<file path="config.mk">
export PLATFORM = sky130hd
export DESIGN_NAME = multilevel_feedback_thread_scheduler_unit_flat
export DESIGN_NICKNAME = d
export VERILOG_FILES = /design/src/hw/rtl/mfts_pkg.sv /design/src/hw/rtl/mfts_req_if.sv /design/src/hw/rtl/mfts_rsp_if.sv /design/src/hw/rtl/mfts_ram.sv /design/src/hw/rtl/multilevel_feedback_thread_scheduler_unit.sv /design/src/flat_wrapper.sv
export SDC_FILE = /design/constraint.sdc
export NUM_CORES = 2
export LEC_CHECK = 0
export ABC_AREA = 1
export BUFFER_PORTS_ARGS = -buffer_cell sky130_fd_sc_hd__buf_4
export CORE_MARGIN = 5
export CORE_UTILIZATION = 35
export CTS_CLUSTER_DIAMETER = 100
export DETAILED_ROUTE_END_ITERATION = 8
export SYNTH_ARGS = -nofsm -noshare
export SYNTH_HDL_FRONTEND = slang
export SYNTH_SLANG_ARGS = --single-unit
</file>
<file path="constraint.sdc">
create_clock -name clk -period 5.5 [get_ports clk]
set_input_delay 0.275 -clock clk [delete_from_list [all_inputs] [get_ports clk]]
set_output_delay 0.275 -clock clk [all_outputs]
set_load 0.005 [all_outputs]
</file>
<file path="src/hw/rtl/mfts_pkg.sv">
package mfts_pkg;

  localparam int KIND_W     = 3;
  localparam int ID_FIELD_W = 8;
  localparam int LVL_FIELD_W = 2;

  typedef logic [KIND_W-1:0] kind_t;

  localparam kind_t KIND_ADD    = 3'd0;
  localparam kind_t KIND_EXPIRE = 3'd1;
  localparam kind_t KIND_YIELD  = 3'd2;
  localparam kind_t KIND_BLOCK  = 3'd3;
  localparam kind_t KIND_FINISH = 3'd4;

  typedef logic [ID_FIELD_W-1:0]  tid_t;
  typedef logic [LVL_FIELD_W-1:0] lvl_field_t;

endpackage

</file>
<file path="src/hw/rtl/mfts_req_if.sv">
interface mfts_req_if import mfts_pkg::*; ();
  logic  valid;
  logic  ready;
  kind_t kind;
  tid_t  thread_id;

  modport source (output valid, output kind, output thread_id, input ready);
  modport sink   (input valid, input kind, input thread_id, output ready);
endinterface

</file>
<file path="src/hw/rtl/mfts_rsp_if.sv">
interface mfts_rsp_if import mfts_pkg::*; ();
  logic       valid;
  logic       ready;
  tid_t       running_id;
  lvl_field_t running_level;
  logic       running_valid;
  logic       dropped;

  modport source (output valid, output running_id, output running_level,
                  output running_valid, output dropped, input ready);
  modport sink   (input valid, input running_id, input running_level,
                  input running_valid, input dropped, output ready);
endinterface

</file>
<file path="src/hw/rtl/mfts_ram.sv">
module mfts_ram #(
  parameter int WIDTH = 8,
  parameter int DEPTH = 256,
  localparam int AW = $clog2(DEPTH)
) (
  input  logic             clk,
  input  logic             we,
  input  logic [AW-1:0]    waddr,
  input  logic [WIDTH-1:0] wdata,
  input  logic [AW-1:0]    raddr,
  output logic [WIDTH-1:0] rdata
);

  logic [WIDTH-1:0] mem [DEPTH];

  always_ff @(posedge clk) begin
    if (we) begin
      mem[waddr] <= wdata;
    end
    rdata <= mem[raddr];
  end

endmodule

</file>
<file path="src/hw/rtl/multilevel_feedback_thread_scheduler_unit.sv">
// Multilevel feedback thread scheduler. Ready thread ids wait in LEVELS fifos
// (level 0 highest) held in one id memory of LEVELS*LEVEL_DEPTH entries; the
// running thread is the head of its level. Each accepted request gives one
// response with the running thread after it. An add appends to level 0 and
// then loads the response, flagging dropped if level 0 is full.
// A schedule request (slice expired, yield, blocked, finished) goes through
// these steps in order: the pop of the running thread, its write-back into
// the id memory (a second one when a demotion finds the next level full), the
// priority search and the registered read of the new head, then the load of
// the response register. A removal skips the write-back, the read is skipped
// when the search finds no ready thread, and a request while idle skips the
// write-back. Unused kinds go straight to the response load with no
// state change. A new request is taken on the cycle after the previous one
// has loaded its response; the response register lets it wait for the
// consumer meanwhile, and a stalled consumer holds the block in that step.
// mode resets to 1 (multilevel feedback); 0 is round robin on level 0.
module multilevel_feedback_thread_scheduler_unit import mfts_pkg::*; #(
  parameter int LEVELS      = 4,
  parameter int LEVEL_DEPTH = 64,
  parameter int ID_WIDTH    = 8
) (
  input  logic       clk,
  input  logic       rst,
  input  logic       cfg_we,
  input  logic       cfg_data,
  mfts_req_if.sink   req,
  mfts_rsp_if.source rsp
);

  localparam int LvlW  = $clog2(LEVELS);
  localparam int PtrW  = $clog2(LEVEL_DEPTH);
  localparam int CntW  = $clog2(LEVEL_DEPTH + 1);
  localparam int SumW  = CntW + 1;
  localparam int Ents  = LEVELS * LEVEL_DEPTH;
  localparam int AddrW = $clog2(Ents);

  typedef enum logic [2:0] {
    S_IDLE,
    S_POP,
    S_PUSH,
    S_FIND,
    S_READ,
    S_DONE
  } state_t;

  state_t state;

  logic                mode;
  logic                running;
  logic [LvlW-1:0]     cur_lvl;
  logic [ID_WIDTH-1:0] cur_id;
  logic [PtrW-1:0]     head [LEVELS];
  logic [CntW-1:0]     cnt  [LEVELS];
  logic [LvlW-1:0]     tgt;
  logic                is_add;
  kind_t               kind_r;
  logic [ID_WIDTH-1:0] id_r;
  logic                dropped;

  logic       out_valid;
  tid_t       out_id;
  lvl_field_t out_lvl;
  logic       out_run;
  logic       out_drop;

  logic [LvlW-1:0]     sel;
  logic [PtrW-1:0]     head_sel;
  logic [CntW-1:0]     cnt_sel;
  logic [SumW-1:0]     psum;
  logic [PtrW-1:0]     wpos;
  logic [PtrW-1:0]     head_inc;
  logic                full_sel;
  logic                found;
  logic [LvlW-1:0]     found_lvl;
  logic                demote;
  logic                remove;
  logic                ram_we;
  logic [AddrW-1:0]    ram_waddr;
  logic [AddrW-1:0]    ram_raddr;
  logic [ID_WIDTH-1:0] ram_rdata;
  logic [ID_WIDTH-1:0] id_in;

  function automatic logic [AddrW-1:0] ent_addr(input logic [LvlW-1:0] l,
                                                input logic [PtrW-1:0] p);
    return AddrW'(AddrW'(l) * AddrW'(LEVEL_DEPTH) + AddrW'(p));
  endfunction

  assign id_in = ID_WIDTH'({{ID_WIDTH{1'b0}}, req.thread_id});

  // one level index per step: running level, push target, or search result
  always_comb begin
    case (state)
      S_POP:   sel = cur_lvl;
      S_PUSH:  sel = tgt;
      default: sel = found_lvl;
    endcase
  end

  assign head_sel = head[sel];
  assign cnt_sel  = cnt[sel];
  assign full_sel = (cnt_sel == CntW'(LEVEL_DEPTH));
  assign head_inc = (head_sel == PtrW'(LEVEL_DEPTH - 1)) ? '0 : head_sel + 1'b1;

  // tail position with wrap
  assign psum = SumW'(head_sel) + SumW'(cnt_sel);
  assign wpos = (psum >= SumW'(LEVEL_DEPTH)) ? PtrW'(psum - SumW'(LEVEL_DEPTH))
                                             : PtrW'(psum);

  // first non-empty level; round robin looks at level 0 only
  always_comb begin
    found     = 1'b0;
    found_lvl = '0;
    for (int l = LEVELS - 1; l >= 0; l--) begin
      if (cnt[l] != '0 && (mode || l == 0)) begin
        found     = 1'b1;
        found_lvl = LvlW'(l);
      end
    end
  end

  assign remove = (kind_r == KIND_BLOCK) || (kind_r == KIND_FINISH);
  assign demote = mode && (kind_r == KIND_EXPIRE) && (cur_lvl != LvlW'(LEVELS - 1));

  assign ram_we    = (state == S_PUSH) && !full_sel;
  assign ram_waddr = ent_addr(tgt, wpos);
  assign ram_raddr = ent_addr(found_lvl, head_sel);

  mfts_ram #(
    .WIDTH (ID_WIDTH),
    .DEPTH (Ents)
  ) u_ram (
    .clk   (clk),
    .we    (ram_we),
    .waddr (ram_waddr),
    .wdata (id_r),
    .raddr (ram_raddr),
    .rdata (ram_rdata)
  );

  assign req.ready         = (state == S_IDLE);
  assign rsp.valid         = out_valid;
  assign rsp.running_id    = out_id;
  assign rsp.running_level = out_lvl;
  assign rsp.running_valid = out_run;
  assign rsp.dropped       = out_drop;

  always_ff @(posedge clk) begin
    if (rst) begin
      state     <= S_IDLE;
      mode      <= 1'b1;
      running   <= 1'b0;
      cur_lvl   <= '0;
      cur_id    <= '0;
      out_valid <= 1'b0;
      for (int l = 0; l < LEVELS; l++) begin
        head[l] <= '0;
        cnt[l]  <= '0;
      end
    end else begin
      if (cfg_we) begin
        mode <= cfg_data;
      end
      // the done step reloads the response register itself
      if (out_valid && rsp.ready && state != S_DONE) begin
        out_valid <= 1'b0;
      end

      case (state)
        S_IDLE: begin
          if (req.valid) begin
            dropped <= 1'b0;
            kind_r  <= req.kind;
            id_r    <= id_in;
            case (req.kind) inside
              KIND_ADD: begin
                is_add <= 1'b1;
                tgt    <= '0;
                state  <= S_PUSH;
              end
              [KIND_EXPIRE:KIND_FINISH]: begin
                is_add <= 1'b0;
                state  <= S_POP;
              end
              default: state <= S_DONE;
            endcase
          end
        end

        S_POP: begin
          if (running && cnt_sel != '0) begin
            head[cur_lvl] <= head_inc;
            cnt[cur_lvl]  <= cnt_sel - 1'b1;
            if (remove) begin
              state <= S_FIND;
            end else begin
              id_r  <= cur_id;
              tgt   <= demote ? cur_lvl + 1'b1 : cur_lvl;
              state <= S_PUSH;
            end
          end else begin
            state <= S_FIND;
          end
        end

        S_PUSH: begin
          if (full_sel) begin
            if (is_add) begin
              dropped <= 1'b1;
              state   <= S_DONE;
            end else begin
              // demotion target full: rotate in own level instead
              tgt <= cur_lvl;
            end
          end else begin
            cnt[tgt] <= cnt_sel + 1'b1;
            state    <= is_add ? S_DONE : S_FIND;
          end
        end

        S_FIND: begin
          if (found) begin
            cur_lvl <= found_lvl;
            state   <= S_READ;
          end else begin
            running <= 1'b0;
            state   <= S_DONE;
          end
        end

        S_READ: begin
          cur_id  <= ram_rdata;
          running <= 1'b1;
          state   <= S_DONE;
        end

        S_DONE: begin
          if (!out_valid || rsp.ready) begin
            out_valid <= 1'b1;
            out_run   <= running;
            out_id    <= running ? ID_FIELD_W'({{ID_FIELD_W{1'b0}}, cur_id}) : '0;
            out_lvl   <= running ? LVL_FIELD_W'({{LVL_FIELD_W{1'b0}}, cur_lvl}) : '0;
            out_drop  <= dropped;
            state     <= S_IDLE;
          end
        end

        default: state <= S_IDLE;
      endcase
    end
  end

endmodule
</file>
<file path="src/flat_wrapper.sv">
// flat-port wrapper written by rule: the top's interface ports become plain ports
module multilevel_feedback_thread_scheduler_unit_flat import mfts_pkg::*;
#(
  parameter int LEVELS      = 4,
  parameter int LEVEL_DEPTH = 64,
  parameter int ID_WIDTH    = 8
)
  (clk, rst, cfg_we, cfg_data, req_valid, req_kind, req_thread_id, req_ready, rsp_valid, rsp_running_id, rsp_running_level, rsp_running_valid, rsp_dropped, rsp_ready);
  mfts_req_if req_i ();
  mfts_rsp_if rsp_i ();
  input  logic clk;
  input  logic rst;
  input  logic cfg_we;
  input  logic cfg_data;
  input wire logic [$bits(req_i.valid)-1:0] req_valid;
  input wire logic [$bits(req_i.kind)-1:0] req_kind;
  input wire logic [$bits(req_i.thread_id)-1:0] req_thread_id;
  output wire logic [$bits(req_i.ready)-1:0] req_ready;
  output wire logic [$bits(rsp_i.valid)-1:0] rsp_valid;
  output wire logic [$bits(rsp_i.running_id)-1:0] rsp_running_id;
  output wire logic [$bits(rsp_i.running_level)-1:0] rsp_running_level;
  output wire logic [$bits(rsp_i.running_valid)-1:0] rsp_running_valid;
  output wire logic [$bits(rsp_i.dropped)-1:0] rsp_dropped;
  input wire logic [$bits(rsp_i.ready)-1:0] rsp_ready;
  assign req_i.valid = req_valid;
  assign req_i.kind = req_kind;
  assign req_i.thread_id = req_thread_id;
  assign req_ready = req_i.ready;
  assign rsp_valid = rsp_i.valid;
  assign rsp_running_id = rsp_i.running_id;
  assign rsp_running_level = rsp_i.running_level;
  assign rsp_running_valid = rsp_i.running_valid;
  assign rsp_dropped = rsp_i.dropped;
  assign rsp_i.ready = rsp_ready;
  multilevel_feedback_thread_scheduler_unit #(.LEVELS(LEVELS), .LEVEL_DEPTH(LEVEL_DEPTH), .ID_WIDTH(ID_WIDTH)) u_core (.clk(clk), .rst(rst), .cfg_we(cfg_we), .cfg_data(cfg_data), .req(req_i), .rsp(rsp_i));
endmodule
</file>
==> results by group <==
Synth
  – Yosys warning total: 0
  – XOR/XNOR Fraction of Synth Area: 0.140%
  – Mapped Area: 94400 um^2
  – Post-Synth Adder-Cell Area: 0.0927%
  – Largest cells by area after synthesis: edfxtp_1 (68%), nand2_1 (10%), nand3_1 (9.2%)
  – Synth top area share: 67.6%
  – Yosys top cell by area: edfxtp_1
  – Simple logic cell fraction of the synthesized area: 21.7%
  – Ys flop type: edfxtp_1
  – Compound-Gate Fraction of Synth Area: 1.35%
  – Largest family of logic cells by synthesized area: simple AND/OR/NAND/NOR gates
  – Mean Syn Cell Area: 10.3 um^2
  – Post-synthesis sequential element count: 2151
  – Cells after Synth: 9195
  – Mux contribution to synthesized area: 0%
  – Sequential area share after synthesis: 68.1%
  – Post-synth EDFFs: 2127
  – Syn nets: 9219
  – FFs w/ async S/R, synth: 0%
  – Yosys cell types: 51

STA
  – Peak Freq: 0.194 GHz
  – Fin. max-slew vios: 0
  – Final hold viol count: 0
  – Period utilization: 93.5%
  – Setup Viol. Count Final: 0
  – Slew @ Worst Pin: 1.17 ns
  – Final Critical Period: 5.14 ns
  – RSZ-0062 raised after global routing: yes
  – Worst Skew: 0.0485 ns
  – Setup TNS: 0 ns
  – Relative slew slack: 21.6%

Global route
  – First-pass GRT wire length: 389 mm
  – Initial antenna violation count: 5
  – Number of global-route vias before repair: 62100
  – Global Route Usage Sum: 18.4%
  – Grt ovf: 0
  – Largest net degree at the start of global routing: 193

Place
  – Port Buffers: 30
  – Gp weighted congestion: 0.903
  – Cells after DPL: 12400
  – Post-DP HPWL: 157 mm

Floorplan
  – Initial core utilization: 35.2%
  – Die width: 529 um
  – Die ar.: 280000 um^2
  – Top-level port count: 31
  – Die H: 529 um
  – # rows: 190
  – CORE AREA: 268000 um^2

Clock tree
  – Num CTS Buffers: 213
  – CTS max path bufs: 3
  – Clock sink count: 2151
  – CTS tree: yes
  – Worst-path clk slew: 0.06 ns
  – Setup Fix Bufs, Post-CTS: 0
  – H-Tree Depth: 4
  – Buffer type at the clock tree root: clkbuf_16
  – Worst skew pair latency: 0.84 ns

Routing
  – Drt pass-1 iters: 9
  – DR vias/cell: 5.04
  – DRC: 4
  – Routed vias: 64600
  – Final antenna-violating net count: 0
  – Routed wire length: 264 mm
  – Wire per inst: 20.6 um
  – Detailed Route Iter0 Violations: 7146

Layout
  – Area growth syn-to-layout: 11.8%
  – Final cell count without fillers: 12800
  – Fraction of layout cells with a size suffix above 1: 6.83%
  – Net count, final: 9117

Setup path
  – Worst path cell trace: nor2_1, nand2_1, nor2_4, inv_2, nor2_2, nand2_1, buf_4, nand2_2, nand2_2, nand3_1, nand2_4, inv_8, nand3_2, nand2_1, inv_1, ha_1, inv_1, nand2_1, xor2_1, inv_1, nor2_1, nand2_2, buf_12, nor2_1
  – Worst-path fanout max: 20
  – Crit. End Element: register
  – Setup CP Type: register to register
  – Reg2Reg Launch Point: u_core.cnt[0][0]
  – CP Launch Type: register
  – CP startpoint: u_core.cnt[0][0]
  – Worst r2r dst: u_core.u_ram.mem[174][3]
  – Req. time, crit path: 5.97 ns
  – Worst R2R Path Depth: 24
  – Setup crit end: u_core.u_ram.mem[174][3]
  – Most used cell, CP: nand2_1
  – R2R setup slack: 0.36 ns
  – Critical Path AT: 5.62 ns
  – Worst path max stage delay: 0.57 ns
  – Slowest CP cell: nor2_1

Power and ir drop
  – VDD IR-drop max: 1.10 mV
  – PD cells: 584 nW/um^2
  – Total leakage power: 42.3 nW

Run
  – Max-cap violations: 0

Status
  – Failing checks: design-rule violations
  – Status: complete, but fails checks

Worst hold path
  – Hold/Removal Path Class: input pin to register
  – Hold Crit Start: req_kind[0]
-- cell type report --
| class | instances | area [um^2] |
|---|---|---|
| timing repair buffer | 175 | 1870 |
| antenna | 5 | 12.5 |
| sequential | 2151 | 64400 |
| clock buffer | 255 | 5560 |
| tap | 3552 | 4440 |
| inverter | 1591 | 5990 |
| multi-input combinational | 4961 | 22100 |
| fill | 25700 | 163000 |
| clock inverter | 131 | 1270 |
-- sequential cells by signal, summed over array words and instances, names as in the netlist --
| name | flops |
|---|---|
| u_core.rsp.dropped | 1 |
| u_core.rsp.running_valid | 1 |
| u_core.cur_lvl | 2 |
| u_core.cnt | 28 |
| u_core.mode | 1 |
| u_core.state | 3 |
| u_core.head | 24 |
| u_core.u_ram.rdata | 8 |
| u_core.cur_id | 8 |
| u_core.rsp.running_id | 8 |
| u_core.running | 1 |
| u_core.kind_r | 3 |
| u_core.is_add | 1 |
| u_core.rsp.running_level | 2 |
| u_core.tgt | 2 |
| u_core.id_r | 8 |
| u_core.dropped | 1 |
| u_core.u_ram.mem | 2048 |
| u_core.rsp.valid | 1 |
-- critical path, delay by kind of cell, from the launching register on --
| kind | cells | cell delay [ns] |
|---|---|---|
| adder cells (fa/ha/maj) | 1 | 0.19 |
| AND/OR/NAND/NOR | 15 | 2.91 |
| buffers and inverters | 7 | 0.94 |
| XOR/XNOR | 1 | 0.30 |
| flip-flops | 1 | 0.38 |
-- synth_stat cells (4+ instances only) --
cell / count
nand3_4: 17
inv_2: 10
nand2_1: 2585
clkinv_1: 5
edfxtp_1: 2127
o211ai_1: 65
ha_1: 7
a21oi_1: 10
xor2_1: 7
buf_2: 135
inv_1: 1575
nor2_1: 294
buf_6: 14
buf_4: 6
o21ai_1: 12
dfxtp_1: 24
nand4_1: 5
clkbuf_1: 298
buf_1: 39
nor2_2: 76
nor3_1: 9
o21ai_0: 101
nand3_2: 4
nand2_2: 7
nand3_1: 1729
-- per-stage QoR --
step	hold slack, ns	power, mW	instance area, um^2	utilization (%)	worst slack, ns
finish	0.174	61.7	106000	39.4	0.357
global route	0.128	64.7	106000	39.4	-0.0402
CTS	0.110	61.5	106000	39.3	0.229
detailed placement	0.411	47.2	98600	36.7	0.261
global placement	0.407	47.0	98600	36.7	0.260
floorplan	0.374	37.6	94400	-	0.760
-- layer usage --
metal	vias to the layer above	track usage (%)	part of all wire [%]
li1	29800	-	-
met1	31400	25.4	42
met2	2844	28.9	45
met3	485	3.41	8.9
met4	4	6.64	3.6
met5	-	0	0.011
-- timing repair --
item                       4_1_cts  5_1_grt
hold buffers                    16        0
setup endpoints to repair        0      148
gates resized for setup          0       19
hold endpoints to repair        29        0
-- worst min-delay path by stage --
stage                         endpoint  slack [ns]  cells past startpoint
detailed placement  u_core.rsp.dropped        0.41                      0
global placement    u_core.rsp.dropped        0.41                      0
global route          u_core.kind_r[0]        0.13                      2
finish                u_core.kind_r[0]        0.17                      2
floorplan             u_core.kind_r[0]        0.37                      0
CTS                   u_core.kind_r[2]        0.11                      2
-- cell usage in the layout, fill, tap and decap left out, types with 4 or more instances in the layout --
| cell type | n |
|---|---|
| a21oi_1 | 10 |
| buf_12 | 41 |
| buf_4 | 118 |
| bufinv_16 | 22 |
| clkbuf_1 | 38 |
| clkbuf_16 | 216 |
| clkinv_1 | 53 |
| clkinv_2 | 36 |
| clkinv_4 | 5 |
| clkinvlp_4 | 8 |
| dfxtp_1 | 24 |
| diode_2 | 5 |
| dlygate4sd3_1 | 16 |
| edfxtp_1 | 2127 |
| ha_1 | 7 |
| inv_1 | 1573 |
| inv_2 | 10 |
| inv_6 | 7 |
| nand2_1 | 2566 |
| nand2_2 | 22 |
| nand2_4 | 4 |
| nand3_1 | 1729 |
| nand3_2 | 4 |
| nand3_4 | 17 |
| nand4_1 | 5 |
| nor2_1 | 273 |
| nor2_2 | 97 |
| nor3_1 | 9 |
| o211ai_1 | 65 |
| o21ai_0 | 101 |
| o21ai_1 | 12 |
| xor2_1 | 7 |
-- logic make-up after synthesis --
kind of cell / after synthesis
compound gates: 207
fa+ha+maj: 7
simple gates: 4737
buf+inv: 2083
flops: 2151
xor+xnor: 10
-- power breakdown --
| part | internal, mW | switching, mW | total [mW] |
|---|---|---|---|
| clock | 8.21 | 6.14 | 14.4 |
| combinational | 6.80 | 20.5 | 27.3 |
| sequential | 19.7 | 0.273 | 20.0 |
| total | 34.7 | 26.9 | 61.7 |
(Power assumes the default switching activity.)
